$ cat src/sv/ddtr_pkg.sv
package ddtr_pkg;

    typedef struct packed {
        logic [2:0]  mode;
        logic [23:0] block_number;
        logic [2:0]  error_class;
        logic [7:0]  entry_index;
    } t_in_word;

    typedef struct packed {
        logic [2:0]  status;
        logic [1:0]  placed_in;
        logic [15:0] cylinder;
        logic [7:0]  track;
        logic [7:0]  sector;
        logic [23:0] read_value;
        logic [6:0]  bad_count;
        logic [6:0]  skip_count;
    } t_out_word;

    localparam logic [2:0] MODE_RECORD = 3'd0;
    localparam logic [2:0] MODE_RD_BAD = 3'd1;
    localparam logic [2:0] MODE_RD_SKIP = 3'd2;
    localparam logic [2:0] MODE_RD_BURN = 3'd3;
    localparam logic [2:0] MODE_RD_CNT = 3'd4;

    localparam logic [2:0] ST_RECORDED = 3'd0;
    localparam logic [2:0] ST_LISTED = 3'd1;
    localparam logic [2:0] ST_LAST_SEC = 3'd2;
    localparam logic [2:0] ST_FULL = 3'd3;
    localparam logic [2:0] ST_READOUT = 3'd4;
    localparam logic [2:0] ST_BAD_IDX = 3'd5;

    localparam logic [1:0] PL_NONE = 2'd0;
    localparam logic [1:0] PL_BURN = 2'd1;
    localparam logic [1:0] PL_SKIP = 2'd2;
    localparam logic [1:0] PL_BAD = 2'd3;

    localparam logic [1:0] REG_BURNIN = 2'd0;
    localparam logic [1:0] REG_SKIPCAP = 2'd1;
    localparam logic [1:0] REG_SPC = 2'd2;
    localparam logic [1:0] REG_SPT = 2'd3;

    localparam int NUM_CLASSES = 4;

    typedef enum logic [3:0] {
        S_IDLE, S_SEARCH, S_SRCH_CHK, S_DIV1, S_DIV2, S_LAST_RD, S_DECIDE,
        S_RD_WAIT, S_RESULT
    } t_state;

    typedef struct packed {
        logic start;
    } t_div_ctl;

endpackage

$ cat src/sv/ddtr_divider.sv
// Restoring divider, one quotient bit per cycle
module ddtr_divider #(
    parameter int N = 24,
    parameter int D = 16
) (
    input  logic                 i_clk,
    input  logic                 i_rst_n,
    input  ddtr_pkg::t_div_ctl   i_ctl,
    input  logic [N-1:0]         i_num,
    input  logic [D-1:0]         i_den,
    output logic                 o_done,
    output logic [N-1:0]         o_quo,
    output logic [D-1:0]         o_rem
);
    localparam int CW = $clog2(N + 1);

    logic [N-1:0] r_quo;
    logic [D:0]   r_rem;
    logic [D-1:0] r_den;
    logic [CW-1:0] r_cnt;
    logic         r_run;
    logic [D:0]   w_trial;
    logic [D:0]   w_diff;

    // shift in next numerator bit and try subtract
    always_comb begin
        w_trial = {r_rem[D-1:0], r_quo[N-1]};
        w_diff  = w_trial - {1'b0, r_den};
    end

    always_ff @(posedge i_clk) begin
        if (!i_rst_n) begin
            r_run <= 1'b0;
            r_cnt <= '0;
        end else if (i_ctl.start) begin
            r_run <= 1'b1;
            r_cnt <= CW'(N);
        end else if (r_run) begin
            r_cnt <= r_cnt - 1'b1;
            if (r_cnt == CW'(1)) r_run <= 1'b0;
        end
    end

    always_ff @(posedge i_clk) begin
        if (i_ctl.start) begin
            r_quo <= i_num;
            r_rem <= '0;
            r_den <= i_den;
        end else if (r_run) begin
            if (!w_diff[D]) begin
                r_rem <= w_diff;
                r_quo <= {r_quo[N-2:0], 1'b1};
            end else begin
                r_rem <= w_trial;
                r_quo <= {r_quo[N-2:0], 1'b0};
            end
        end
    end

    assign o_done = !r_run && !i_ctl.start;
    assign o_quo  = r_quo;
    assign o_rem  = r_rem[D-1:0];

    // running flag only with a count
    property p_cnt;
        @(posedge i_clk) disable iff (!i_rst_n) r_run |-> (r_cnt != '0);
    endproperty
    a_cnt: assert property (p_cnt) else $error("divider count lost");
    property p_start;
        @(posedge i_clk) disable iff (!i_rst_n) i_ctl.start |=> r_run;
    endproperty
    a_start: assert property (p_start) else $error("divider not started");
    property p_rem;
        @(posedge i_clk) disable iff (!i_rst_n) r_run |-> (r_rem < {1'b0, r_den});
    endproperty
    a_rem: assert property (p_rem) else $error("remainder out of range");
endmodule

$ cat config.mk
export PLATFORM = sky130hd
export DESIGN_NAME = ddtr_divider
export DESIGN_NICKNAME = d
export VERILOG_FILES = /design/src/sv/ddtr_pkg.sv /design/src/sv/ddtr_divider.sv
export SDC_FILE = /design/constraint.sdc
export NUM_CORES = 1
export LEC_CHECK = 0
export BUFFER_PORTS_ARGS = -buffer_cell sky130_fd_sc_hd__buf_4
export CAP_MARGIN = 20
export CORE_ASPECT_RATIO = 0.7
export CORE_MARGIN = 4
export CORE_UTILIZATION = 53
export DETAILED_ROUTE_END_ITERATION = 10
export PLACE_DENSITY_LB_ADDON = 0.12
export SKIP_CTS_REPAIR_TIMING = 1
export SKIP_LAST_GASP = 1
export SLEW_MARGIN = 20
export SYNTH_ARGS = -nofsm -noshare
export SYNTH_HDL_FRONTEND = slang
export SYNTH_SLANG_ARGS = --single-unit
$ cat constraint.sdc
create_clock -name i_clk -period 2.81 [get_ports i_clk]
set_input_delay 0.4215 -clock i_clk [delete_from_list [all_inputs] [get_ports i_clk]]
set_output_delay 0.4215 -clock i_clk [all_outputs]
set_load 0.05 [all_outputs]
==> results.txt <==
Internal reg-to-reg setup slack: 0.20 ns
Max Cap Viol: 0
Type of the worst setup path: flop to flop
Synth area leaders: edfxtp_1 36%, dfxtp_1 13%, mux2_2 8.4%
# port buffers: 83
Design area: 4260 um^2
Post-synth ARST share: 0%
DP Wirelength: 5500 um
ANT cells: 0
DRT iter0 DRCs: 92
Hold_sp: i_den[6]
Run status: completed
Slew margin rel.: 67.7%
Family with the most delay on the worst path: compound AO/OA/AOI/OAI gates
Number of global-route vias before repair: 2438
Clock latency on the worst-skew pair: 0.34 ns
Initial core utilization: 56.5%
Logic pwr share: 27.6%
Max Slew Vio Count: 0
Cell taking the most area after synthesis: edfxtp_1
Root Driver: clkbuf_8
Post-layout util: 72.2%
Largest net degree at the start of global routing: 41
Reg-to-reg endpoint: r_rem[1]
Mean post-synth cell area: 11.2 um^2
Aggregate negative setup slack: 0 ns
Area Overhead vs Synth: 27.8%
Vias: 2564
First-pass GRT wire length: 11800 um
Maximum root-to-sink buffer count: 2
Worst-path clk slew: 0.07 ns
Wirelength, routed: 7420 um
CTS H-tree lvls: 3
Sequential fraction of design power: 41.5%
ANT nets after route: 0
Share of cells above drive strength 1: 35.2%
Fmax: 383 MHz
CP Launch Type: flop
Via-to-Cell Ratio: 5.49
Endpoint class of the critical path: flop
Mapped Nets: 359
Slowest cell on the critical path: fa_1
Total grt overflow: 0
Synth top area share: 36.0%
Worst path required time: 3.03 ns
Crit-path max cell delay: 0.41 ns
WP buf/inv: 2
Antenna violations before repair: 0
Crit share post-route: 92.9%
I/O pins: 84
Crit-path cells: inv_1 -> ha_2 -> fa_1 -> nand2b_4 -> a21oi_2 -> o21ai_1 -> a221oi_2 -> o21a_4 -> buf_4 -> nor3_2 -> or3_1
Setup crit start: o_quo[23]
Fin. Hold Viols: 0
Worst hold path stage count: 1
Core Area: 5900 um^2
Sw Share: 31.4%
GRT Util Overall: 20.2%
Worst flop-to-flop path startpoint: o_quo[23]
Internal power: 1.84 mW
RePlAce Congestion: 0.824
Cells after synthesis: 297
Die Area: 7640 um^2
Clk sinks: 62
Hold Path Sink: r_den[6]
Switch Pwr: 842 uW
Clk_skew: 0.00837 ns
Worst r2r path cells: 11
Yosys reg bits: 62
Nets: 449
YS warnings: 0
Cell area power density: 630 nW/um^2
DRC: 0
Pleak: 1.81 nW
Number of enable flip-flop cells after synthesis: 40
Die height: 74.4 um
Maximum fanout along the worst path: 8
Slew @ Worst Pin: 0.477 ns
Tmin final: 2.61 ns
CTS tree: done
WL/cell: 15.9 um
Clock Power Share: 30.9%
Yosys cell types: 49
Sequential element share of the synthesized area: 49.2%
Crit path DAT: 2.84 ns
Dominant synthesized flop cell: edfxtp_1
Placed inst area: 4040 um^2
1st-pass router iterations: 4
FP Rows: 23
Worst VDD drop: 456 uV
Die Wd: 103 um
RSZ-0062 raised after global routing: false
TritonCTS buffer count: 9
Endpoints failing setup: 0
Syn Std Cell Area: 3330 um^2
Hold/Removal Path Class: input pin to flop
## final cells by class
cell class | instances | area [um^2]
inverters | 22 | 82.6
clock inverters | 6 | 76.3
repair buffers | 90 | 676
fillers | 430 | 1640
flip-flops and latches | 62 | 1640
clock buffers | 10 | 128
multi-input cells | 202 | 1560
well taps | 75 | 93.8
## flip-flops by register name (all words and copies together) (netlist names)
register	cells
o_quo	24
r_den	16
r_rem	16
r_cnt	5
r_run	1
## power groups by stage
| stage | Clock, mW | Sequential (mW) | Combinational, mW |
|---|---|---|---|
| finish | 0.829 | 1.12 | 0.741 |
| global route | 0.879 | 1.13 | 0.798 |
| CTS | 0.848 | 1.12 | 0.739 |
| detailed placement | 0 | 1.13 | 0.734 |
| global placement | 0 | 1.13 | 0.719 |
| floorplan | 0 | 1.32 | 0.336 |
## per-stage QoR
stage,cells,hold slack [ns],setup WS [ns],total power [mW]
after floorplan,297,0.468,0.0197,1.65
after global placement,449,0.483,0.250,1.85
after detailed placement,449,0.486,0.0920,1.87
after CTS,465,0.243,0.0739,2.70
after global routing,467,0.240,0.0653,2.80
final,467,0.256,0.198,2.68
## worst reg2reg max path: cells and delay by family (launching register included)
family          cells  cell delay, ns
flops               1            0.35
fa+ha+maj           2            0.61
simple gates        3            0.58
compound gates      4            0.72
buf+inv             2            0.23
## kinds of logic after synthesis
kind of cell / share of synthesized area [%]
compound gates: 11.9
xor+xnor: 4.20
fa+ha+maj: 7.36
simple gates: 11.9
flops: 49.2
buf+inv: 4.28
mux: 11.1
## how the worst max path moves through the flow
stage / end / slack, ns / depth (start not counted)
global route: r_rem[9] / 0.07 / 11
floorplan: r_rem[1] / 0.02 / 11
finish: r_rem[1] / 0.20 / 11
global placement: r_rem[9] / 0.25 / 11
detailed placement: r_rem[9] / 0.09 / 11
CTS: r_rem[9] / 0.07 / 11
## placed cells by master (no fill, tap or decap), types with 10 or more instances in the layout
cell type,synthesis,layout
buf_4,1,90
edfxtp_1,40,40
mux2_2,25,25
inv_1,22,22
dfxtp_1,22,22
nor2_1,20,20
nand2_1,17,17
ha_1,18,17
a21oi_1,17,16
xnor2_1,10,10
a211oi_1,10,10
## synthesized netlist by cell type (all sizes together), types with 2 or more instances
library cell / count
a41oi: 2
nor3b: 2
mux2: 25
nor2: 20
nand3b: 2
a311oi: 2
clkbuf: 5
a21o: 2
mux2i: 9
ha: 18
o211ai: 2
xnor2: 10
o221ai: 2
inv: 22
nor3: 4
buf: 6
edfxtp: 40
dfxtp: 22
xor2: 6
or3: 4
o21a: 4
nand2b: 7
a211oi: 11
nand2: 18
nor2b: 7
a21oi: 17
o21ai: 11
nand3: 4
## routing by layer
metal | wire length [um] | track usage, %
met4 | 105 | 6.18
met3 | 562 | 7.40
met2 | 3390 | 29.5
met1 | 3360 | 28.2
met5 | 0 | 0
Note: power is estimated with default switching activity, not from simulation.
